[config.mk]
export PLATFORM = sky130hd
export DESIGN_NAME = bitboard_squares_between_top
export DESIGN_NICKNAME = d
export VERILOG_FILES = /design/src/hw/rtl/bsb_pkg.sv /design/src/hw/rtl/bsb_ctrl.sv /design/src/hw/rtl/bsb_dp.sv /design/src/hw/rtl/bitboard_squares_between_top.sv
export SDC_FILE = /design/constraint.sdc
export NUM_CORES = 1
export LEC_CHECK = 0
export BUFFER_PORTS_ARGS = -buffer_cell sky130_fd_sc_hd__buf_2
export CAP_MARGIN = 20
export CORE_MARGIN = 5
export CORE_UTILIZATION = 50
export CTS_BUF_LIST = sky130_fd_sc_hd__clkbuf_4 sky130_fd_sc_hd__clkbuf_8
export DETAILED_ROUTE_END_ITERATION = 7
export PLACE_DENSITY = 0.65
export SLEW_MARGIN = 40
export SYNTH_ARGS = -nofsm -noshare
export SYNTH_HDL_FRONTEND = slang
export SYNTH_SLANG_ARGS = --single-unit
export TNS_END_PERCENT = 10
[constraint.sdc]
create_clock -name i_clk -period 7.1 [get_ports i_clk]
set_input_delay 0.355 -clock i_clk [delete_from_list [all_inputs] [get_ports i_clk]]
set_output_delay 0.355 -clock i_clk [all_outputs]
set_load 0.005 [all_outputs]
[src/hw/rtl/bsb_pkg.sv]
package bsb_pkg;

    localparam int unsigned SQ_W   = 6;
    localparam int unsigned MASK_W = 64;
    localparam int unsigned COORD_W = 3;

    typedef enum logic [0:0] {
        ST_IDLE,
        ST_EMIT
    } t_state;

    typedef struct packed {
        logic load;
        logic advance;
    } t_cmd;

    typedef struct packed {
        logic last;
    } t_status;

endpackage

[src/hw/rtl/bsb_ctrl.sv]
module bsb_ctrl (
    input  logic            i_clk,
    input  logic            i_rst_n,
    input  logic            i_in_valid,
    input  logic            i_out_stall,
    input  bsb_pkg::t_status i_status,
    output bsb_pkg::t_cmd    o_cmd,
    output logic            o_in_stall,
    output logic            o_out_valid
);

    bsb_pkg::t_state r_state;
    bsb_pkg::t_state n_state;
    logic            in_ready;
    logic            out_take;

    always_ff @(posedge i_clk) begin
        if (!i_rst_n) begin
            r_state <= bsb_pkg::ST_IDLE;
        end else begin
            r_state <= n_state;
        end
    end

    always_comb begin
        n_state   = r_state;
        out_take  = 1'b0;
        in_ready  = 1'b0;
        o_cmd     = '0;
        case (r_state)
            bsb_pkg::ST_IDLE: begin
                in_ready = 1'b1;
            end
            bsb_pkg::ST_EMIT: begin
                out_take = !i_out_stall;
                // final transaction leaving frees the datapath in the same cycle
                in_ready = out_take && i_status.last;
                o_cmd.advance = out_take && !i_status.last;
                if (out_take && i_status.last) begin
                    n_state = bsb_pkg::ST_IDLE;
                end
            end
            default: begin
                n_state = bsb_pkg::ST_IDLE;
            end
        endcase
        o_cmd.load = i_in_valid && in_ready;
        if (o_cmd.load) begin
            n_state = bsb_pkg::ST_EMIT;
        end
    end

    assign o_in_stall  = !in_ready;
    assign o_out_valid = (r_state == bsb_pkg::ST_EMIT);

endmodule

[src/hw/rtl/bsb_dp.sv]
module bsb_dp (
    input  logic                         i_clk,
    input  bsb_pkg::t_cmd                i_cmd,
    input  logic [bsb_pkg::SQ_W-1:0]     i_from_square,
    input  logic [bsb_pkg::SQ_W-1:0]     i_to_square,
    output bsb_pkg::t_status             o_status,
    output logic [bsb_pkg::SQ_W-1:0]     o_between_square,
    output logic [bsb_pkg::MASK_W-1:0]   o_between_mask,
    output logic                         o_is_last,
    output logic                         o_none_between
);

    logic [bsb_pkg::MASK_W-1:0]  r_full;
    logic [bsb_pkg::MASK_W-1:0]  r_rest;
    logic [bsb_pkg::MASK_W-1:0]  n_mask;
    logic [bsb_pkg::MASK_W-1:0]  rest_dec;
    logic [bsb_pkg::MASK_W-1:0]  low_bit;
    logic [bsb_pkg::SQ_W-1:0]    low_idx;

    logic [bsb_pkg::COORD_W-1:0] r1, f1, r2, f2;
    logic [bsb_pkg::COORD_W-1:0] lo_r, hi_r, lo_f, hi_f;
    logic                        same_rank, same_file, on_diag, on_anti;

    assign r1 = i_from_square[5:3];
    assign f1 = i_from_square[2:0];
    assign r2 = i_to_square[5:3];
    assign f2 = i_to_square[2:0];

    always_comb begin
        lo_r = (r1 < r2) ? r1 : r2;
        hi_r = (r1 < r2) ? r2 : r1;
        lo_f = (f1 < f2) ? f1 : f2;
        hi_f = (f1 < f2) ? f2 : f1;
        same_rank = (r1 == r2);
        same_file = (f1 == f2);
        // r - f constant on a diagonal, r + f constant on an anti-diagonal
        on_diag = ({1'b0, r1} + {1'b0, f2}) == ({1'b0, r2} + {1'b0, f1});
        on_anti = ({1'b0, r1} + {1'b0, f1}) == ({1'b0, r2} + {1'b0, f2});
    end

    // each square tested on its own against the segment
    always_comb begin
        logic [bsb_pkg::COORD_W-1:0] r, f;
        logic [bsb_pkg::SQ_W-1:0]    s;
        logic                        in_r, in_f;
        for (int i = 0; i < bsb_pkg::MASK_W; i++) begin
            s    = bsb_pkg::SQ_W'(i);
            r    = s[5:3];
            f    = s[2:0];
            in_r = (r > lo_r) && (r < hi_r);
            in_f = (f > lo_f) && (f < hi_f);
            n_mask[i] = (same_rank && (r == r1) && in_f)
                     || (same_file && (f == f1) && in_r)
                     || (on_diag && (({1'b0, r} + {1'b0, f1}) == ({1'b0, r1} + {1'b0, f}))
                         && in_r)
                     || (on_anti && (({1'b0, r} + {1'b0, f}) == ({1'b0, r1} + {1'b0, f1}))
                         && in_r);
        end
    end

    always_ff @(posedge i_clk) begin
        if (i_cmd.load) begin
            r_full <= n_mask;
            r_rest <= n_mask;
        end else if (i_cmd.advance) begin
            r_rest <= r_rest & rest_dec;
        end
    end

    assign rest_dec = r_rest - bsb_pkg::MASK_W'(1);
    assign low_bit  = r_rest & (~r_rest + bsb_pkg::MASK_W'(1));

    always_comb begin
        low_idx = '0;
        for (int i = 0; i < bsb_pkg::MASK_W; i++) begin
            if (low_bit[i]) begin
                low_idx = low_idx | bsb_pkg::SQ_W'(i);
            end
        end
    end

    assign o_status.last    = ((r_rest & rest_dec) == '0);
    assign o_between_square = low_idx;
    assign o_between_mask   = r_full;
    assign o_is_last        = o_status.last;
    assign o_none_between   = (r_full == '0);

endmodule

[src/hw/rtl/bitboard_squares_between_top.sv]
// Squares strictly between two squares of an 8x8 board (index = rank*8 + file).
// Input channel: i_in_valid / o_in_stall carry i_from_square and i_to_square.
// Output channel: o_out_valid / i_out_stall carry one in-between square per
// transaction in ascending order, the full 64-bit set, a last flag, and a
// none flag (single transaction, square 0, mask 0) when the set is empty.
// The first result is valid in the cycle after the input transaction.
// One result per cycle while the output is not stalled; an input produces
// at most 6 results. The set register is walked by a lowest-bit priority
// encoder, and a new input is taken in the same cycle the last result of
// the previous one is taken.
// A stall on the output holds all result fields and the input stays stalled.
// Reset (synchronous, active low) returns the controller to idle; any
// partially emitted result list is dropped.
module bitboard_squares_between_top (
    input  logic        i_clk,
    input  logic        i_rst_n,
    input  logic        i_in_valid,
    output logic        o_in_stall,
    input  logic [5:0]  i_from_square,
    input  logic [5:0]  i_to_square,
    output logic        o_out_valid,
    input  logic        i_out_stall,
    output logic [5:0]  o_between_square,
    output logic [63:0] o_between_mask,
    output logic        o_is_last,
    output logic        o_none_between
);

    bsb_pkg::t_cmd    cmd;
    bsb_pkg::t_status status;

    bsb_ctrl u_ctrl (
        .i_clk       (i_clk),
        .i_rst_n     (i_rst_n),
        .i_in_valid  (i_in_valid),
        .i_out_stall (i_out_stall),
        .i_status    (status),
        .o_cmd       (cmd),
        .o_in_stall  (o_in_stall),
        .o_out_valid (o_out_valid)
    );

    bsb_dp u_dp (
        .i_clk            (i_clk),
        .i_cmd            (cmd),
        .i_from_square    (i_from_square),
        .i_to_square      (i_to_square),
        .o_status         (status),
        .o_between_square (o_between_square),
        .o_between_mask   (o_between_mask),
        .o_is_last        (o_is_last),
        .o_none_between   (o_none_between)
    );

    a_in_gives_out: assert property (@(posedge i_clk) disable iff (!i_rst_n)
        i_in_valid && !o_in_stall |=> o_out_valid)
        else $error("accepted input produced no result");

    a_none_form: assert property (@(posedge i_clk) disable iff (!i_rst_n)
        o_out_valid && o_none_between |->
            o_is_last && (o_between_mask == 64'd0) && (o_between_square == 6'd0))
        else $error("empty-set result malformed");

    a_square_in_mask: assert property (@(posedge i_clk) disable iff (!i_rst_n)
        o_out_valid && !o_none_between |-> o_between_mask[o_between_square])
        else $error("emitted square not in set");

    a_busy_stalls_in: assert property (@(posedge i_clk) disable iff (!i_rst_n)
        o_out_valid && !o_is_last |-> o_in_stall)
        else $error("input taken while results remain");

endmodule
### Yosys cells after proc, flatten, opt, wreduce, memory -nomap -nowiden

Cells that the tools add are included.

* register bits: 129
* bits of input ports: 16
* word-level logic and storage cells: 807

* add/sub/neg operators: 20
* order comparisons: 34
* eq/ne operators: 96
* mux-type cells: 76
* bitwise logic cells: 4
* reductions and logical operators: 574

Operators by type and width (count)
* logical AND 1 bit: 370
* equality test 4 bit: 51
* logical OR 1 bit: 192
* two-way mux 6 bit: 32
* two-way mux 64 bit: 3
* AND 64 bit: 2
* logical NOT 64 bit: 2
* two-way mux 5 bit: 16
* adder 64 x 1 -> 64 bit, second input constant: 1
* NOT 64 bit: 1
* subtractor 64 x 1 -> 64 bit, second input constant: 1
* two-way mux 4 bit: 8
* equality test 3 x 4 -> 1 bit: 7
* equality test 4 x 3 -> 1 bit: 7
* equality test 4 bit, first input constant: 7
* equality test 3 bit, first input constant: 8
* greater-than comparator 3 bit, first input constant: 8
* less-than comparator 3 bit, first input constant: 8
* two-way mux 3 bit: 8
* adder 3 x 3 -> 4 bit: 4
* adder 3 x 3 -> 4 bit, first input constant: 4
* adder 3 x 3 -> 4 bit, second input constant: 4
* equality test 3 x 4 -> 1 bit, first input constant: 4
* equality test 2 x 3 -> 1 bit, first input constant: 4
* 22 further kinds: 52

### Depth between registers and ports, before layout

* depth in word-level cells: 66
* mapped depth: 13
* mapped depth without buffers: 12

### By module

Synthesis repeated with hierarchy kept, for this count alone.

* cells, all modules: 1098
* area total of the unflattened synthesis: 9933.3 um^2

Modules (own cells, without submodules)
* bsb_dp: times used 1, cells each 1091, area an instance 9862.0 um^2, seq. area each 3813.7 um^2
* bsb_ctrl: times used 1, cells each 7, area an instance 71.3 um^2, seq. area each 20.0 um^2

### Worst setup path after synthesis

No wires, ideal clock.

* path type: register to register
* start point: reg u_dp.r_rest[9] (netlist bit)
* end point: reg u_dp.r_rest[0] (netlist bit), enable pin
* data arrival time: 4.833 ns
* slack: 1.760 ns
* cell stages (with the launch flop): 11
* period minus slack after synthesis: 5.340 ns
* cell sequence: edfxtp_1 clkbuf_1 nor4_2 nand4_1 or3_1 clkbuf_1 o21ai_0 and4_1 nand4_1 nor4_4 a21oi_1

* cells in the longest elaborated chain, start to end: 7
* elaborated cells between the ends (all ways): 10

RTL lines
* start: declaration: line bsb_dp.sv:14 `logic [bsb_pkg::MASK_W-1:0] r_rest;`
* start signal: assignment: line bsb_dp.sv:64 `r_rest <= n_mask;`
* start signal: assignment: line bsb_dp.sv:66 `r_rest <= r_rest & rest_dec;`
* subtractor 64 x 1 -> 64 bit: line bsb_dp.sv:70 `assign rest_dec = r_rest - bsb_pkg::MASK_W'(1);`
* AND 64 bit (*): line bsb_dp.sv:82 `assign o_status.last = ((r_rest & rest_dec) == '0);`
* logical NOT 64 bit (*): line bsb_dp.sv:82
* via o_is_last: line bitboard_squares_between_top.sv:25 `output logic o_is_last,`
* logical AND 1 bit / logical NOT 1 bit (equally long branches): line bsb_ctrl.sv:37, bsb_ctrl.sv:38
* case mux 1 bit (2 select lines) / logical AND 1 bit (equally long branches): line bsb_ctrl.sv:30, bsb_ctrl.sv:38
* logical AND 1 bit / two-way mux 1 bit (equally long branches): line bsb_ctrl.sv:47, bsb_ctrl.sv:30
* nonzero test 2 bit (no line) (*)

Mark *: on every way through the listed nets, which the timed path passes. The rest lies on a longest branch.
A chain may end at the register's enable or synchronous reset.

### Worst setup path in the final report

* start point: reg u_dp.r_rest[46] (netlist bit)
* end point: reg u_dp.r_full (netlist bit u_dp.o_between_mask[25]), enable pin

* cells in the longest elaborated chain, start to end: 6

RTL lines
* subtractor 64 x 1 -> 64 bit: line bsb_dp.sv:70
* AND 64 bit (*): line bsb_dp.sv:82
* logical NOT 64 bit (*): line bsb_dp.sv:82
* logical AND 1 bit (*): line bsb_ctrl.sv:37 `in_ready = out_take && i_status.last;`
* case mux 1 bit (2 select lines) (*): line bsb_ctrl.sv:30 `case (r_state)`
* logical AND 1 bit (*): line bsb_ctrl.sv:47 `o_cmd.load = i_in_valid && in_ready;`
* end signal: assignment: line bsb_dp.sv:63 `r_full <= n_mask;`
* end: declaration: line bsb_dp.sv:13 `logic [bsb_pkg::MASK_W-1:0] r_full;`

Every way passes the cells marked *; elsewhere a longest branch is shown, timed or not.

==> results.yml <==
worst_setup_path:
  path_cells: "nor4_1 > nand4_1 > or4_1 > o41ai_1 > nand4_1 > or4_1 > nor4_4 > a21oi_4 > inv_2 > buf_4"
  crit_path_end_kind: "flip-flop"
  critPathMaxStageDelay_ns: 0.66
  crit_end: "u_dp.o_between_mask[25]$_DFFE_PP_"
  regToRegStartpoint: "u_dp.r_rest[46]$_DFFE_PP_"
  startpoint: "u_dp.r_rest[46]$_DFFE_PP_"
  cp.arrival_ns: 5.37
  critPathMaxFanout: 36
  crit_type: "reg -> reg"
  worstPathRequired_ns: 7.25
  reg2reg_setup_slack_ns: 1.88
  r2r_cells: 10
  r2r-end: "u_dp.o_between_mask[25]$_DFFE_PP_"
  cp-start-kind: "flip-flop"
  cpMaxStageDelayCell: "nor4_1"
clock_tree:
  post_cts_buffers: 0
  ctsResizeCount: 0
  cts_htree_levels: 4
  cts_tree: "yes"
  cts_buffers: 17
  path_clk_slew_ns: 0.08
  root_buffer: "clkbuf_8"
  insertion_delay_ns: 0.46
  ctsHoldBuffers: 0
  cts.path.max_buffers: 2
  cts.sinks: 128
grt:
  grtUsageTotal_pct: 32.1
  overflow: 0
  grt_pass1_wl_mm: 58.7
  antenna_found_initial: 1
  grt_max_degree: 63
  grt_pass1_vias: 9480
floorplan:
  floorplan.rows: 52
  core_region_area_mm2: 0.0203
  die_area_mm2: 0.0236
  start_util_pct: 50.8
  die_h_um: 154
  die_w_um: 154
  ios: 90
pwr:
  ir_drop_mv: 0.101
  power.density_mw_per_mm2: 193
  leakagePower_nw: 4.43
drt:
  drt_pass1_iterations: 8
  wirelength_mm: 38.8
  num_vias: 10015
  avgRoutedWirePerCell_um: 25.7
  antenna_left: 0
  drc: 0
  drt_iter0_markers: 1201
  via_per_inst: 6.63
sta:
  setup_viol: 0
  hold_viol_final: 0
  relSlewSlack_pct: 42.1
  finalSetupTns_ns: 0
  hold_slack_ns: 0.102
  rsz0062_at_grt: "no"
  finalWorstSetupSlack_ns: 1.88
  period_needed_ns: 5.22
  finClkSkew_ns: 0.0105
  worst_pin_slew_ns: 0.869
  maxSlewViolCount: 0
  timing.fmax_mhz: 192
  finalCritPeriodShare_pct: 73.5
synth:
  syn_inst: 1162
  ys_seq_area_share_pct: 37.2
  async_flop_share_pct: 0
  synth_edf_count: 127
  yosys_warnings: 0
  ys_types: 77
  ys_seq_elements: 128
  syn-mean-instance-area_um2: 8.87
  synthFlopType: "edfxtp_1"
  synth_area_mm2: 0.0103
finish:
  utilization_pct: 56.3
  drive_gt1_share_pct: 13.9
  final_cells: 1511
  antennaDiodeCount: 0
  synthToLayoutAreaGrowth_pct: 10.7
  nets: 1295
placed_design:
  gp_congestion: 1.03
  dp_slack_ns: 1.95
  placed_cells: 1480
  io_buffers: 88
  dp_hpwl_mm: 30.2
worst_hold_path:
  min_path_type: "in -> reg"
job:
  maxCapViolations: 0
run_status:
  status: "completed"
## power by group
group | internal, mW | switching (mW) | leakage (nW)
Combinational | 0.188 | 0.336 | 2.94
Clock | 0.351 | 0.322 | 0.193
Sequential | 0.911 | 0.0989 | 1.30
## logic make-up (layout without fill, tap and decap cells)
kind of cell | count (synthesis) | after routing | synth area share (%)
AND/OR/NAND/NOR | 518 | 518 | 26.1
AO/OA/AOI/OAI | 255 | 255 | 16.9
flip-flops | 128 | 128 | 37.2
buffers and inverters | 114 | 189 | 4.36
XOR/XNOR | 60 | 60 | 5.10
adder cells (fa/ha/maj) | 53 | 53 | 6.65
multiplexers | 33 | 33 | 3.63
other | 1 | 5 | 0.0364
## layout by cell type, fill, tap and decap left out, types with 6 or more instances in the layout
cell | netlist | layout
nor4_1 | 40 | 38
a211oi_1 | 6 | 6
o211ai_1 | 8 | 8
nor2b_1 | 10 | 10
buf_2 | 7 | 88
a21oi_1 | 53 | 49
a31o_2 | 6 | 6
o21ai_0 | 35 | 35
nand2b_1 | 14 | 13
nand3_1 | 52 | 52
inv_1 | 60 | 59
or3_1 | 19 | 19
and2_1 | 15 | 15
nand3b_1 | 8 | 8
or2_2 | 8 | 8
nand2_1 | 115 | 115
nor2_1 | 116 | 114
o31ai_1 | 26 | 26
a31oi_1 | 21 | 21
nor3_1 | 29 | 29
ha_1 | 46 | 46
edfxtp_1 | 127 | 127
o22ai_1 | 23 | 23
and3_1 | 22 | 22
clkbuf_8 | 0 | 17
nand4_1 | 28 | 28
mux2_4 | 8 | 8
xor2_1 | 23 | 23
mux2i_1 | 22 | 22
xnor2_1 | 37 | 37
or4_1 | 23 | 23
buf_4 | 1 | 9
a2bb2oi_1 | 18 | 18
## area by class of cell
class | instances | area, um2
fillers | 1905 | 8880
multi-input cells | 924 | 6090
flip-flops and latches | 128 | 3830
repair buffers | 97 | 508
well taps | 270 | 338
clock buffers | 17 | 234
inverters | 61 | 229
clock inverters | 14 | 183
## cells in the mapped netlist, drive strengths merged, types with 5 or more instances
| cell | n | area (um2) |
|---|---|---|
| a31o | 6 | 52.6 |
| or4 | 23 | 173 |
| a2bb2oi | 18 | 158 |
| buf | 11 | 61.3 |
| nand4 | 28 | 175 |
| nor2 | 116 | 435 |
| a31oi | 21 | 131 |
| nand2 | 115 | 432 |
| nor2b | 10 | 62.6 |
| nand3b | 8 | 60.1 |
| a21oi | 54 | 274 |
| mux2 | 11 | 154 |
| xor2 | 23 | 201 |
| and2 | 15 | 93.8 |
| nand3 | 52 | 260 |
| o21ai | 36 | 180 |
| a21o | 5 | 37.5 |
| clkbuf | 42 | 159 |
| edfxtp | 127 | 3810 |
| o41ai | 6 | 60.1 |
| a22oi | 5 | 37.5 |
| inv | 60 | 225 |
| o211ai | 8 | 60.1 |
| or2 | 8 | 50.1 |
| nand2b | 14 | 87.6 |
| nor3 | 30 | 155 |
| nor4 | 45 | 339 |
| o22ai | 23 | 144 |
| and3 | 22 | 138 |
| a211oi | 6 | 45.0 |
| or3 | 19 | 119 |
| mux2i | 22 | 220 |
| o31ai | 26 | 195 |
| ha | 46 | 576 |
| xnor2 | 37 | 324 |
## routing by layer
layer | track usage [%] | vias to the layer above | wire length (um)
met1 | 40.1 | 4732 | 14500
met5 | 0 | - | 0
met2 | 53.1 | 634 | 18300
met3 | 5.54 | 130 | 3540
met4 | 17.5 | 0 | 2430
li1 | - | 4519 | -
## registers in the layout, indices dropped and copies added, names as in the netlist
signal and count:
u_dp.r_rest 64, u_dp.o_between_mask 63, u_ctrl.o_out_valid 1
## per-stage QoR
stage | power, mW | cell area, um2
floorplan | 1.35 | 10300
global placement | 1.53 | 11000
detailed placement | 1.53 | 11000
CTS | 2.19 | 11400
global route | 2.29 | 11400
finish | 2.21 | 11400
## worst min path at each step
stage | startpoint | cells after the start | to | slack, ns
global placement | i_rst_n | 2 | u_ctrl.o_out_valid$_SDFFE_PN0P_ | 0.56
floorplan | i_rst_n | 1 | u_ctrl.o_out_valid$_SDFFE_PN0P_ | 0.47
CTS | i_rst_n | 2 | u_ctrl.o_out_valid$_SDFFE_PN0P_ | 0.08
detailed placement | i_rst_n | 2 | u_ctrl.o_out_valid$_SDFFE_PN0P_ | 0.56
global route | i_rst_n | 2 | u_ctrl.o_out_valid$_SDFFE_PN0P_ | 0.12
finish | i_rst_n | 2 | u_ctrl.o_out_valid$_SDFFE_PN0P_ | 0.10
## critical path: cells and delay by family, from the launching register on
family / cells / cell delay, ns
DFF: 1 / 0.52
AOI/OAI and AO/OA: 2 / 0.75
buffers and inverters: 2 / 0.94
and+or+nand+nor: 6 / 2.68
Power figures use the tool's default switching activity.
